**src/byte_stream_reassembler_unit_macros.svh**
```systemverilog
// assertion helpers shared by the reassembler rtl
`ifndef BYTE_STREAM_REASSEMBLER_UNIT_MACROS_SVH
`define BYTE_STREAM_REASSEMBLER_UNIT_MACROS_SVH

// same-cycle implication, sampled on clk, off while arst_n is low
`define BSR_ASSERT_NOW(label, ante, cons, msg) \
	label: assert property (@(posedge clk) disable iff (!arst_n) (ante) |-> (cons)) \
		else $error(msg);

// next-cycle implication, sampled on clk, off while arst_n is low
`define BSR_ASSERT_NEXT(label, ante, cons, msg) \
	label: assert property (@(posedge clk) disable iff (!arst_n) (ante) |=> (cons)) \
		else $error(msg);

`endif

```
**src/bsr_pkg.sv**
```systemverilog
`timescale 1ns / 1ps
`default_nettype none
package bsr_pkg;

	localparam int STREAM_W = 48;
	localparam int CAPACITY = 64;
	localparam int MAX_OUT = 64;
	localparam int WIN = (MAX_OUT < CAPACITY) ? MAX_OUT : CAPACITY;
	localparam int SLOT_W = (CAPACITY > 1) ? $clog2(CAPACITY) : 1;
	localparam int PEND_W = $clog2(CAPACITY + 1);
	localparam int SPACE_W = 7;
	localparam int PEND_OUT_W = 7;
	localparam int IN_TDATA_W = 64;
	localparam int OUT_TDATA_W = 16;

	typedef enum logic [2:0] {
		ST_IDLE,
		ST_SCAN,
		ST_CLOSE,
		ST_PUT,
		ST_READ
	} bsr_state_t;

	// ring slot of the following stream index; the index wrapping to zero restarts the ring
	function automatic logic [SLOT_W-1:0] slot_step(input logic [SLOT_W-1:0] s,
			input logic at_top);
		logic [SLOT_W-1:0] r;
		if (at_top || s == SLOT_W'(CAPACITY - 1)) begin
			r = '0;
		end else begin
			r = s + SLOT_W'(1);
		end
		return r;
	endfunction

endpackage
`default_nettype wire

```
**src/byte_stream_reassembler_unit.sv**
```systemverilog
`timescale 1ns / 1ps
`default_nettype none
`include "byte_stream_reassembler_unit_macros.svh"
// Byte stream reassembler. Each input item carries one byte at an absolute 48-bit stream
// index (or only an end mark), together with the free space downstream. A byte at the next
// expected index goes out at once, followed by the run of stored bytes behind it, up to the
// free space; a later byte inside the window is held once in a 64-entry ring store, an earlier
// one is dropped. Every input item yields at least one output item, and the final one carries
// tlast. One shared increment/compare unit walks the presence bits one slot per cycle, and
// the ring memory has a single registered read port: an item that pushes no byte goes
// through a close step and a single put, an in-order byte that releases a run of stored
// bytes first scans the run, then reads and presents each stored byte in turn, and each
// put waits while the output side stalls. s_tready is low while an item is being worked on.
module byte_stream_reassembler_unit (
	input  wire logic                               clk,
	input  wire logic                               arst_n,
	input  wire logic                               s_tvalid,
	output logic                                    s_tready,
	// [47:0] stream_index, [55:48] data_byte, [62:56] out_space, [63] zero
	input  wire logic [bsr_pkg::IN_TDATA_W-1:0]     s_tdata,
	// [0] byte_valid
	input  wire logic                               s_tuser,
	// ends_stream
	input  wire logic                               s_tlast,
	output logic                                    m_tvalid,
	input  wire logic                               m_tready,
	// [7:0] out_byte, [8] stream_closed, [15:9] pending_count
	output logic [bsr_pkg::OUT_TDATA_W-1:0]         m_tdata,
	// [0] out_valid
	output logic                                    m_tuser,
	// last_of_run
	output logic                                    m_tlast
);
	import bsr_pkg::*;

	localparam logic [STREAM_W-1:0] INDEX_TOP = '1;

	bsr_state_t state_q, state_d;

	// control state
	logic [CAPACITY-1:0] present_q;
	logic [STREAM_W-1:0] next_index_q;
	logic [SLOT_W-1:0]   next_slot_q;
	logic [PEND_W-1:0]   pending_q;
	logic                end_known_q;
	logic [STREAM_W-1:0] end_index_q;
	logic                closed_q;
	logic                m_tvalid_q;

	// per-item working registers
	logic [7:0]          byte_q;
	logic                take_q;
	logic [SPACE_W-1:0]  space_q;
	logic [SPACE_W-1:0]  run_q;
	logic [SPACE_W-1:0]  cnt_q;
	logic [SLOT_W-1:0]   rd_slot_q;
	logic [STREAM_W-1:0] rd_index_q;
	logic [7:0]          rdata_q;
	logic [OUT_TDATA_W-1:0] m_tdata_q;
	logic                m_tuser_q;
	logic                m_tlast_q;

	logic [7:0] store_mem [CAPACITY];

	// input item fields
	logic [STREAM_W-1:0] in_index;
	logic [7:0]          in_byte;
	logic [SPACE_W-1:0]  in_space;
	logic                in_bv;
	logic                in_ends;

	logic                accept;
	logic [SPACE_W-1:0]  space_sat;
	logic                live;
	logic                at_next;
	logic                take;
	logic [STREAM_W:0]   win_hi;
	logic                in_win;
	logic [STREAM_W-1:0] off;
	logic [SLOT_W:0]     store_sum;
	logic [SLOT_W-1:0]   store_slot;
	logic                store;
	logic [SLOT_W-1:0]   slot_after;
	logic                scan_hit;
	logic                out_free;
	logic                out_load;
	logic                rd_go;
	logic                last_item;
	logic [7:0]          byte_sel;
	logic [PEND_W+PEND_OUT_W-1:0] pend_ext;

	assign in_index = s_tdata[STREAM_W-1:0];
	assign in_byte  = s_tdata[STREAM_W+7:STREAM_W];
	assign in_space = s_tdata[STREAM_W+8+SPACE_W-1:STREAM_W+8];
	assign in_bv    = s_tuser;
	assign in_ends  = s_tlast;

	assign accept    = s_tvalid && s_tready;
	assign space_sat = (in_space > SPACE_W'(WIN)) ? SPACE_W'(WIN) : in_space;
	assign live      = in_bv && !closed_q;
	assign at_next   = (in_index == next_index_q);
	assign take      = live && at_next && (space_sat != '0);

	// window check is done without wrap, like the absolute index compare it stands for
	assign win_hi = {1'b0, next_index_q} + (STREAM_W + 1)'(space_sat);
	assign in_win = live && !at_next && (in_index > next_index_q)
		&& ({1'b0, in_index} < win_hi);

	// offset into the window is below the ring depth, so one conditional subtract wraps it
	assign off        = in_index - next_index_q;
	assign store_sum  = {1'b0, next_slot_q} + {1'b0, off[SLOT_W-1:0]};
	assign store_slot = (store_sum >= (SLOT_W + 1)'(CAPACITY))
		? SLOT_W'(store_sum - (SLOT_W + 1)'(CAPACITY)) : store_sum[SLOT_W-1:0];
	assign store      = in_win && !present_q[store_slot];

	assign slot_after = slot_step(next_slot_q, next_index_q == INDEX_TOP);
	assign scan_hit   = present_q[next_slot_q]
		&& (({1'b0, run_q} + (SPACE_W + 1)'(1)) < {1'b0, space_q});

	assign out_free  = !m_tvalid_q || m_tready;
	assign last_item = (cnt_q == run_q);
	assign byte_sel  = (cnt_q == '0) ? (take_q ? byte_q : 8'h00) : rdata_q;
	assign pend_ext  = {{PEND_OUT_W{1'b0}}, pending_q};

	// next state
	always_comb begin
		state_d = state_q;
		case (state_q)
			ST_IDLE: begin
				if (accept) begin
					state_d = take ? ST_SCAN : ST_CLOSE;
				end
			end
			ST_SCAN: begin
				if (!scan_hit) begin
					state_d = ST_CLOSE;
				end
			end
			ST_CLOSE: begin
				state_d = ST_PUT;
			end
			ST_PUT: begin
				if (out_free) begin
					state_d = last_item ? ST_IDLE : ST_READ;
				end
			end
			ST_READ: begin
				state_d = ST_PUT;
			end
			default: begin
				state_d = ST_IDLE;
			end
		endcase
	end

	// sequencer outputs
	always_comb begin
		s_tready = 1'b0;
		out_load = 1'b0;
		rd_go    = 1'b0;
		case (state_q)
			ST_IDLE:  s_tready = 1'b1;
			ST_PUT:   out_load = out_free;
			ST_READ:  rd_go = 1'b1;
			default:  s_tready = 1'b0;
		endcase
	end

	always_ff @(posedge clk or negedge arst_n) begin
		if (!arst_n) begin
			state_q      <= ST_IDLE;
			present_q    <= '0;
			next_index_q <= '0;
			next_slot_q  <= '0;
			pending_q    <= '0;
			end_known_q  <= 1'b0;
			end_index_q  <= '0;
			closed_q     <= 1'b0;
			m_tvalid_q   <= 1'b0;
		end else begin
			state_q <= state_d;
			if (accept) begin
				if (in_ends) begin
					end_known_q <= 1'b1;
					end_index_q <= in_index + STREAM_W'(in_bv);
				end
				if (take) begin
					// a held copy of the byte at the head is replaced by the live one
					present_q[next_slot_q] <= 1'b0;
					if (present_q[next_slot_q]) begin
						pending_q <= pending_q - PEND_W'(1);
					end
					next_index_q <= next_index_q + STREAM_W'(1);
					next_slot_q  <= slot_after;
				end
				if (store) begin
					present_q[store_slot] <= 1'b1;
					pending_q <= pending_q + PEND_W'(1);
				end
			end
			if (state_q == ST_SCAN && scan_hit) begin
				pending_q    <= pending_q - PEND_W'(1);
				next_index_q <= next_index_q + STREAM_W'(1);
				next_slot_q  <= slot_after;
			end
			if (state_q == ST_CLOSE && end_known_q && next_index_q == end_index_q) begin
				closed_q <= 1'b1;
			end
			if (rd_go) begin
				present_q[rd_slot_q] <= 1'b0;
			end
			if (out_load) begin
				m_tvalid_q <= 1'b1;
			end else if (m_tready) begin
				m_tvalid_q <= 1'b0;
			end
		end
	end

	always_ff @(posedge clk) begin
		if (accept) begin
			byte_q     <= in_byte;
			take_q     <= take;
			space_q    <= space_sat;
			run_q      <= '0;
			cnt_q      <= '0;
			rd_slot_q  <= slot_after;
			rd_index_q <= next_index_q + STREAM_W'(1);
		end
		if (state_q == ST_SCAN && scan_hit) begin
			run_q <= run_q + SPACE_W'(1);
		end
		if (rd_go) begin
			rd_slot_q  <= slot_step(rd_slot_q, rd_index_q == INDEX_TOP);
			rd_index_q <= rd_index_q + STREAM_W'(1);
			cnt_q      <= cnt_q + SPACE_W'(1);
		end
		if (out_load) begin
			m_tdata_q <= {pend_ext[PEND_OUT_W-1:0], closed_q, byte_sel};
			m_tuser_q <= take_q;
			m_tlast_q <= last_item;
		end
	end

	// ring store, one write and one registered read port
	always_ff @(posedge clk) begin
		if (accept && store) begin
			store_mem[store_slot] <= in_byte;
		end
		if (rd_go) begin
			rdata_q <= store_mem[rd_slot_q];
		end
	end

	assign m_tvalid = m_tvalid_q;
	assign m_tdata  = m_tdata_q;
	assign m_tuser  = m_tuser_q;
	assign m_tlast  = m_tlast_q;

	`BSR_ASSERT_NOW(a_null_item_is_last, m_tvalid && !m_tuser, m_tlast, "empty item not marked last")
	`BSR_ASSERT_NOW(a_pending_matches, state_q == ST_IDLE, $countones(present_q) == int'(pending_q), "pending count out of step with presence bits")
	`BSR_ASSERT_NEXT(a_closed_sticky, closed_q, closed_q, "closed flag dropped")
	`BSR_ASSERT_NEXT(a_busy_after_accept, s_tvalid && s_tready, !s_tready, "ready while an item is in work")

endmodule
`default_nettype wire
```
**config.mk**
```make
export PLATFORM = sky130hd
export DESIGN_NAME = byte_stream_reassembler_unit
export DESIGN_NICKNAME = d
export VERILOG_FILES = /design/src/bsr_pkg.sv /design/src/byte_stream_reassembler_unit.sv
export VERILOG_INCLUDE_DIRS = /design/src /design/src/src
export SDC_FILE = /design/constraint.sdc
export NUM_CORES = 1
export LEC_CHECK = 0
export BUFFER_PORTS_ARGS = -buffer_cell sky130_fd_sc_hd__buf_2
export CAP_MARGIN = 40
export CELL_PAD_IN_SITES_DETAIL_PLACEMENT = 1
export CELL_PAD_IN_SITES_GLOBAL_PLACEMENT = 1
export CORE_MARGIN = 4
export CORE_UTILIZATION = 30
export CTS_CLUSTER_SIZE = 40
export DETAILED_ROUTE_END_ITERATION = 10
export PLACE_DENSITY_LB_ADDON = 0.1
export RECOVER_POWER = 25
export SLEW_MARGIN = 40
export SYNTH_ARGS = -nofsm -noshare
export SYNTH_HDL_FRONTEND = slang
export SYNTH_SLANG_ARGS = --single-unit
```
**constraint.sdc**
```tcl
create_clock -name clk -period 15.42 [get_ports clk]
set_clock_uncertainty 0.2 [all_clocks]
set_input_delay 4.626 -clock clk [delete_from_list [all_inputs] [get_ports clk]]
set_output_delay 4.626 -clock clk [all_outputs]
set_load 0.05 [all_outputs]
```
# Yosys cells after proc, flatten, opt, wreduce, memory -nomap -nowiden
# Memory sizes are Yosys's and may differ from the RTL's. A register that Yosys moved wholly into a read port is not among the register bits.
# Index checks and enable logic that the tools add are counted.
# word_totals
reg_bits,281
ramBits,512
input_bits,70
output_inout_bits,20
elab_cells,153
n_memories,1
# op_classes
n_addsub,14
order_cmp,11
n_eq_ne,14
n_mux,52
bitwise,5
reduce_logical,37
# memory_table
memory,words,word_bits,read_ports,rd_clocked_by_memory_dff,write_ports,line_no,text
store_mem,64,8,1,1,1,byte_stream_reassembler_unit.sv:63,logic [7:0] store_mem [CAPACITY];
# ops
operator,n
64-bit two-way mux,5
48-bit two-way mux,5
64-bit bitwise AND,2
64-bit inverter,2
48-bit by 1-bit adder with 48-bit output (second input constant),2
48-bit == test,2
48-bit == test (second input constant),2
64-bit bitwise OR,1
7-bit two-way mux,9
48-bit by 7-bit adder with 49-bit output,1
48-bit by 49-bit < comparator with 1-bit output,1
48-bit by 1-bit adder with 48-bit output,1
48-bit greater-than comparator,1
6-bit two-way mux,8
7-bit by 1-bit adder with 7-bit output (second input constant),3
6-bit by 7-bit < comparator with 1-bit output (second input constant),3
1-bit demux with 6-bit select,3
6-bit by 1-bit >= comparator with 1-bit output (second input constant),3
1-bit logical AND,16
8-bit two-way mux,2
6-bit by 1-bit adder with 6-bit output (second input constant),2
1-bit binary-select mux with 6-bit select,2
6-bit == test (second input constant),2
1-bit two-way mux,12
26 further kinds,43

# Depth between registers and ports, before layout
# Gate-level depths: netlist of run 1.
# depth
depth_word,13
ltp_mapped,24
ltp_nobuf,23

# Worst setup path before layout of run 1
# Ideal clock, no wire load.
# synth_timing
path_kind,input port to flip-flop
start,input port s_tdata[56] in the netlist's numbering
end,"memory store_mem[27][0], enable pin"
setup_ps,398
arrival_ps,9516
t_required_ps,14822
slack_ps,5306
cell_stages,22
n_path_buf,2
cell_sequence,nor2b_1 ha_1 inv_1 fa_1 nor2b_1 o31a_1 o211a_1 o2111ai_1 or3_1 or2_2 nor2_1 xnor2_1 ha_1 a21o_1 a21o_1 a221oi_1 o221ai_1 o21ai_1 o21ai_2 buf_4 buf_4 nor4_1
# synth_between
elab_chain_cells,9
# synth_rtl
element,line_no,text
"start, declared",byte_stream_reassembler_unit.sv:20,"input wire logic [bsr_pkg::IN_TDATA_W-1:0] s_tdata,"
7-bit greater-than comparator,byte_stream_reassembler_unit.sv:99,assign space_sat = (in_space > SPACE_W'(WIN)) ? SPACE_W'(WIN) : in_space;
7-bit two-way mux (*),byte_stream_reassembler_unit.sv:99,
48-bit by 7-bit adder with 49-bit output (*),byte_stream_reassembler_unit.sv:105,"assign win_hi = {1'b0, next_index_q} + (STREAM_W + 1)'(space_sat);"
48-bit by 49-bit < comparator with 1-bit output (*),byte_stream_reassembler_unit.sv:107,"&& ({1'b0, in_index} < win_hi);"
1-bit logical AND (*),byte_stream_reassembler_unit.sv:107,
1-bit logical AND (*),byte_stream_reassembler_unit.sv:114,assign store = in_win && !present_q[store_slot];
1-bit logical AND (*),byte_stream_reassembler_unit.sv:247,if (accept && store) begin
1-bit two-way mux (*),byte_stream_reassembler_unit.sv:247,
1-bit two-way mux (not written as such) (*),byte_stream_reassembler_unit.sv:248,store_mem[store_slot] <= in_byte;
"end, declared",byte_stream_reassembler_unit.sv:63,
# Mark *: on every way between the ends. The rest lies on a longest branch, timed or not.

# Worst setup path in the final report of run 1
# layout_timing
start,input port s_tdata[62] in the netlist's numbering
end,"memory store_mem[62][5], enable pin"
# layout_between
elab_chain_cells,9
# layout_rtl
element,line_no,text
7-bit greater-than comparator,byte_stream_reassembler_unit.sv:99,
7-bit two-way mux,byte_stream_reassembler_unit.sv:99,
named net space_sat[0],byte_stream_reassembler_unit.sv:73,logic [SPACE_W-1:0] space_sat;
48-bit by 7-bit adder with 49-bit output,byte_stream_reassembler_unit.sv:105,
48-bit by 49-bit < comparator with 1-bit output,byte_stream_reassembler_unit.sv:107,
1-bit logical AND,byte_stream_reassembler_unit.sv:107,
1-bit logical AND,byte_stream_reassembler_unit.sv:114,
1-bit logical AND,byte_stream_reassembler_unit.sv:247,
1-bit two-way mux,byte_stream_reassembler_unit.sv:247,
1-bit two-way mux (not written as such),byte_stream_reassembler_unit.sv:248,
# The timed path passes the listed nets, and every way through them passes these cells.

==> out/qor.yml, run 1 <==
status: "finished with violations"
violations: "capacitance limit, slew limit"
cts_setup_buffers: 0
start_kind: "primary input"
rsz0062_at_grt: "no"
drc: 0
synth.avg_cell_area_um2: 12.0
die_x_um: 371
hold_buffers: 0
ys_async_sr_fraction_pct: 22.3
yosysSeqAreaShare_pct: 58.6
initial_utilization_pct: 30.4
syn_to_final_growth_pct: 16.3
fin_crit_ns: 11.74
vias: 28500
cp_slowest_cell: "or3_1"
layout.nets: 3615
finalCritPeriodShare_pct: 76.2
met1Wirelength_um: 69400
grt_usage_pct: 21.2
clock-sinks: 801
num_rows: 132
hpwl_um: 101000
path_cells: "clkbuf_1 > nor2b_1 > ha_1 > inv_1 > fa_1 > nor2b_1 > o31a_1 > o211a_1 > o2111ai_1 > or3_1 > or2_2 > nor2_1 > xnor2_1 > ha_1 > nand4_1 > nor4_1 > a221oi_1 > o211ai_1 > a31oi_1 > o21ai_4 > buf_4 > nor4_4 > nand2_1 > inv_1"
setup_tns_ns: 0
dr.max_layer_used: "met4"
gp_congestion: 0.903
antenna_found_initial: 3
synth_edf_count: 622
io_pins: 90
synth_area_um2: 39500
n_fill_cell: 14100
cts_buffers: 95
die_area_um2: 138000
cp.arrival_ns: 11.89
fmax_mhz: 85.1
cts_resized: 0
final_common_cell: "edfxtp_1"
syn-num-nets: 3485
portBuffers: 88
hold_path.class: "flip-flop to flip-flop"
clk_pin_slew_worst_paths_ns: 0.06
wl_um: 147000
grt_pass1_wl_um: 214000
clock_latency_ns: 0.72
most-common-layout-cells: "edfxtp_1 (622), nand2_1 (311), xnor2_1 (219)"
htreeDepth: 3
peakVddDrop_uv: 89.8
die_h_um: 371
max_stage_delay_ns: 0.60
p_leak_nw: 15.4
postRouteAntennaNets: 0
drv_slew: 667
antennaDiodeCount: 0
worst_ep_required_time_ns: 15.57
grt_start_max_net_pins: 97
gr-total-overflow: 0
dr.first_iter.drc_count: 2228
grt_pass1_vias: 29900
critPathKind: "primary input to flip-flop"
max_slew_margin_pct: -202
power.density_nw_per_um2: 136
preCtsSetupSlack_ns: 3.02
p_total_mw: 6.25
final_hold_viol_count: 0
ys_seq_elements: 801
clock-root-buffer: "clkbuf_16"
first_pass_iters: 5
dr_wl_met3_um: 6200
drv_cap: 12
wire_per_inst_um: 28.1
timing.final.ws_setup_ns: 3.68
synthCells: 3288
synth_cell_type_count: 91
cts_max_path_buffers: 3
wl_met2_um: 68500
tightestPinTransition_ns: 4.53
path_max_fanout: 19
drive_above_1_share_pct: 14.4
post-route-util_pct: 35.3
endpoint_kind: "flip-flop"
finalSetupViolCount: 0
cts_tree: "done"
core_area_um2: 130000
synth_ff_type: "edfxtp_1"
yosysWarnings: 0
routed_via_density: 5.44
[logic make-up after synthesis]
logic type,after synthesis,synth area share [%]
AND/OR/NAND/NOR,983,12.8
flip-flops,801,58.6
multiplexers,40,1.54
adder cells (fa/ha/maj),127,4.08
buffers and inverters,283,3.01
XOR/XNOR,304,6.74
AO/OA/AOI/OAI,750,13.2
[cell usage after synthesis, types with 38 or more instances]
cell,n,area [um^2]
edfxtp_1,622,18700
nand2_1,313,1170
xnor2_1,221,1940
nor2_1,192,721
a22oi_1,186,1400
dfrtp_1,179,4480
o21ai_0,127,636
ha_1,124,1550
clkbuf_1,115,432
a21oi_1,105,526
nand3_1,91,455
nand4_1,89,557
inv_1,88,330
nor4_1,83,519
xor2_1,83,727
a221oi_1,60,526
a22o_1,49,429
o21a_1,44,330
o22a_1,40,350
a31oi_1,39,244
nor3_1,38,190
[path summary, 6_finish.rpt]
| check | start | endpoint | slack (ns) | cells after the start |
|---|---|---|---|---|
| worst min-delay path | pending_q[6] | m_tdata[15] | 0.28 | 0 |
| max in group asynchronous | arst_n | present_q[5] | 7.22 | 3 |
| min in group asynchronous | arst_n | end_index_q[20] | 5.04 | 1 |
| worst max-delay path | s_tdata[62] | store_mem[62][5] | 3.68 | 24 |
| worst min register to register | pending_q[6] | m_tdata[15] | 0.28 | 0 |
| worst max register to register | next_index_q[1] | store_mem[62][5] | 8.01 | 21 |
[cell type report]
cell class | instances | area, um^2 | area share, %
multi-input combinational | 2204 | 15700 | 34.2
inverter | 93 | 349 | 0.759
clock buffer | 112 | 2490 | 5.42
tap | 1742 | 2180 | 4.74
clock inverter | 68 | 659 | 1.43
sequential | 801 | 23200 | 50.4
timing repair buffer | 223 | 1420 | 3.08
[worst max-delay path: cells and delay by family]
family          cells  cell delay [ns]
simple gates        9             3.02
compound gates      7             2.03
buf+inv             4             1.05
fa+ha+maj           3             0.96
xor+xnor            1             0.15
[where the power goes]
group | leakage (nW) | internal (mW) | switching, mW
Clock | 1.54 | 1.32 | 0.964
Sequential | 7.90 | 2.52 | 0.147
Combinational | 5.94 | 0.379 | 0.921
Total | 15.4 | 4.22 | 2.03
[stage by stage]
stage | instances | hold slack [ns] | area [um^2]
after floorplan | 3288 | 0.223 | 39500
after global placement | 5048 | 0.263 | 42700
after detailed placement | 5061 | 0.266 | 42900
after CTS | 5241 | 0.284 | 46100
after global routing | 5243 | 0.293 | 46000
final | 5243 | 0.277 | 46000
[flip-flops by register name, indices dropped and copies added, names as in the netlist, 8 cells and up]
name	count
rd_index_q	48
rdata_q	8
next_index_q	48
byte_q	8
m_tdata	16
end_index_q	48
present_q	64
store_mem	512
[metal layers]
| metal | vias up | track usage [%] |
|---|---|---|
| met1 | 15000 | 30.5 |
| met3 | 164 | 2.58 |
| met4 | 0 | 4.80 |
| met5 | - | 0 |
| li1 | 12800 | - |
| met2 | 618 | 34.2 |
(Power assumes the default switching activity.)
==> run 2: changes to the inputs <==
==> constraint.sdc (replaced) <==
create_clock -name clk -period 11.95 [get_ports clk]
set_clock_uncertainty 0.2 [all_clocks]
set_input_delay 3.585 -clock clk [delete_from_list [all_inputs] [get_ports clk]]
set_output_delay 3.585 -clock clk [all_outputs]
set_load 0.05 [all_outputs]
==> out/qor.yml, run 2 (synthesis results as in run 1) <==
cts_setup_buffers: 0
clock-sinks: 801
num_rows: 132
postRouteAntennaNets: 0
antennaDiodeCount: 0
die_area_um2: 138000
io_pins: 90
grt_usage_pct: 21.3
critPathKind: "primary input to flip-flop"
fin_crit_ns: 10.09
layout.nets: 3607
initial_utilization_pct: 30.4
fmax_mhz: 99.1
die_h_um: 371
clock-root-buffer: "clkbuf_16"
rsz0062_at_grt: "no"
cts_resized: 0
portBuffers: 88
r2r-end: "store_mem[62][3]"
biggestRegsByFlops: "store_mem x512, present_q x64"
drv_slew: 762
path_delay_family: "simple AND/OR/NAND/NOR gates"
peakVddDrop_uv: 125
max_slew_margin_pct: -147
antenna_found_initial: 3
grt_pass1_wl_um: 214000
cp_slowest_cell: "nor4_4"
instances_no_fill: 5236
cts_max_path_buffers: 3
numPlacedInstances: 5051
finalCritPeriodShare_pct: 84.4
clk_pin_slew_worst_paths_ns: 0.06
clock_latency_ns: 0.72
top_register: "store_mem"
drv_cap: 14
reg2reg_from: "next_index_q[1]"
final_common_cell: "edfxtp_1"
hold_path.class: "flip-flop to flip-flop"
cts_buffers: 96
holdPathStages: 1
violations: "capacitance limit, slew limit"
hpwl_um: 102000
path_cells: "clkbuf_1 > nor2b_1 > ha_1 > inv_1 > fa_1 > nor2b_1 > o31a_1 > o211a_1 > o2111ai_1 > or2_2 > nor2_1 > nand2_1 > xnor2_1 > ha_1 > a21oi_1 > o21ai_0 > a221oi_1 > o211ai_1 > a31oi_1 > o21ai_4 > buf_8 > nor4_4 > nand2_1 > inv_1"
core_area_um2: 130000
cp_num_buf_inv: 4
hold-worst-slack_ns: 0.275
final_hold_viol_count: 0
setup_tns_ns: 0
wire_per_inst_um: 28.1
first_pass_iters: 5
rr_worst_depth: 21
dr.first_iter.drc_count: 2273
finalSetupViolCount: 0
tightestPinTransition_ns: 3.71
most-common-layout-cells: "edfxtp_1 (622), nand2_1 (311), xnor2_1 (219)"
vias: 28600
htreeDepth: 3
grt_pass1_vias: 29900
syn_to_final_growth_pct: 16.8
max_stage_delay_ns: 0.54
holdPathEnd: "pending_q[6]"
cts_tree: "done"
gp_congestion: 0.872
path_max_fanout: 11
drive_above_1_share_pct: 14.2
worst_ep_required_time_ns: 12.12
hold_buffers: 0
n_fill_cell: 14000
wl_um: 147000
gr-total-overflow: 0
status: "finished with violations"
die_x_um: 371
regToRegSetupSlack_ns: 4.91
start_kind: "primary input"
largest_register_ffs: 512
drc: 0
hp-start: "pending_q[6]"
power.density_nw_per_um2: 177
cp.arrival_ns: 10.26
routed_via_density: 5.46
endpoint_kind: "flip-flop"
p_leak_nw: 15.5
grt_start_max_net_pins: 82
## run 2: cell count changes in the layout (fill, tap and decap cells not counted), moves of 5 or more
cell / delta
clkinv_2: -5
nor4_4: +14
nor4_2: -13
clkbuf_1: +12
clkinv_1: -7
clkbuf_8: +6
buf_4: -17
## run 2: worst max path at each step
stage / cells past startpoint / startpoint / to
final: 24 / s_tdata[62] / store_mem[62][3]
after global routing: 24 / s_tdata[62] / store_mem[62][1]
after CTS: 24 / s_tdata[62] / store_mem[62][3]
after detailed placement: 24 / s_tdata[62] / store_mem[62][2]
after global placement: 22 / s_tdata[62] / store_mem[12][2]
after floorplan: 22 / s_tdata[56] / store_mem[27][0]
## run 2: per-layer routing
| layer | up-vias | GRT usage (%) | wire length [um] |
|---|---|---|---|
| met3 | 203 | 3.26 | 6940 |
| met4 | 2 | 5.84 | 4040 |
| met5 | - | 0 | 7 |
| met2 | 689 | 34.3 | 68200 |
| met1 | 14900 | 29.8 | 68000 |
| li1 | 12800 | - | - |
## run 2: final cells by class
type | count | area [um^2] | share of cell area [%]
multi-input cells | 2204 | 15900 | 34.4
well taps | 1742 | 2180 | 4.72
clock inverters | 55 | 607 | 1.31
clock buffers | 127 | 2650 | 5.74
flip-flops and latches | 801 | 23200 | 50.1
repair buffers | 214 | 1360 | 2.95
inverters | 93 | 349 | 0.756
## run 2: power breakdown
group	switching [mW]	leakage (nW)	internal, mW
clock network	1.24	1.58	1.77
registers	0.191	7.90	3.26
logic	1.21	5.97	0.496
total	2.64	15.5	5.52
## run 2: metrics by stage
stage / setup WS (ns) / util (%) / power, mW / cell area [um^2]
3_3_place_gp: 0.967 / 32.8 / 5.14 / 42600
3_5_place_dp: 1.20 / 33.0 / 5.20 / 43000
6_report: 1.86 / 35.5 / 8.16 / 46200
4_1_cts: 1.95 / 35.5 / 8.26 / 46200
2_1_floorplan: 2.88 / - / 4.42 / 39500
5_1_grt: 1.32 / 35.5 / 8.53 / 46200
## run 2: worst register-to-register path, stage by stage, from the launching register on
cell and delay, ns:
dfrtp_1 0.45, inv_1 0.16, fa_1 0.49, nor2b_1 0.18
o31a_1 0.21, o211a_1 0.19, o2111ai_1 0.44, or2_2 0.53
nor2_1 0.33, nand2_1 0.15, xnor2_1 0.16, ha_1 0.31
a21oi_1 0.14, o21ai_0 0.11, a221oi_1 0.37, o211ai_1 0.14
a31oi_1 0.43, o21ai_4 0.25, buf_8 0.26, nor4_4 0.54
nand2_1 0.30, inv_1 0.37
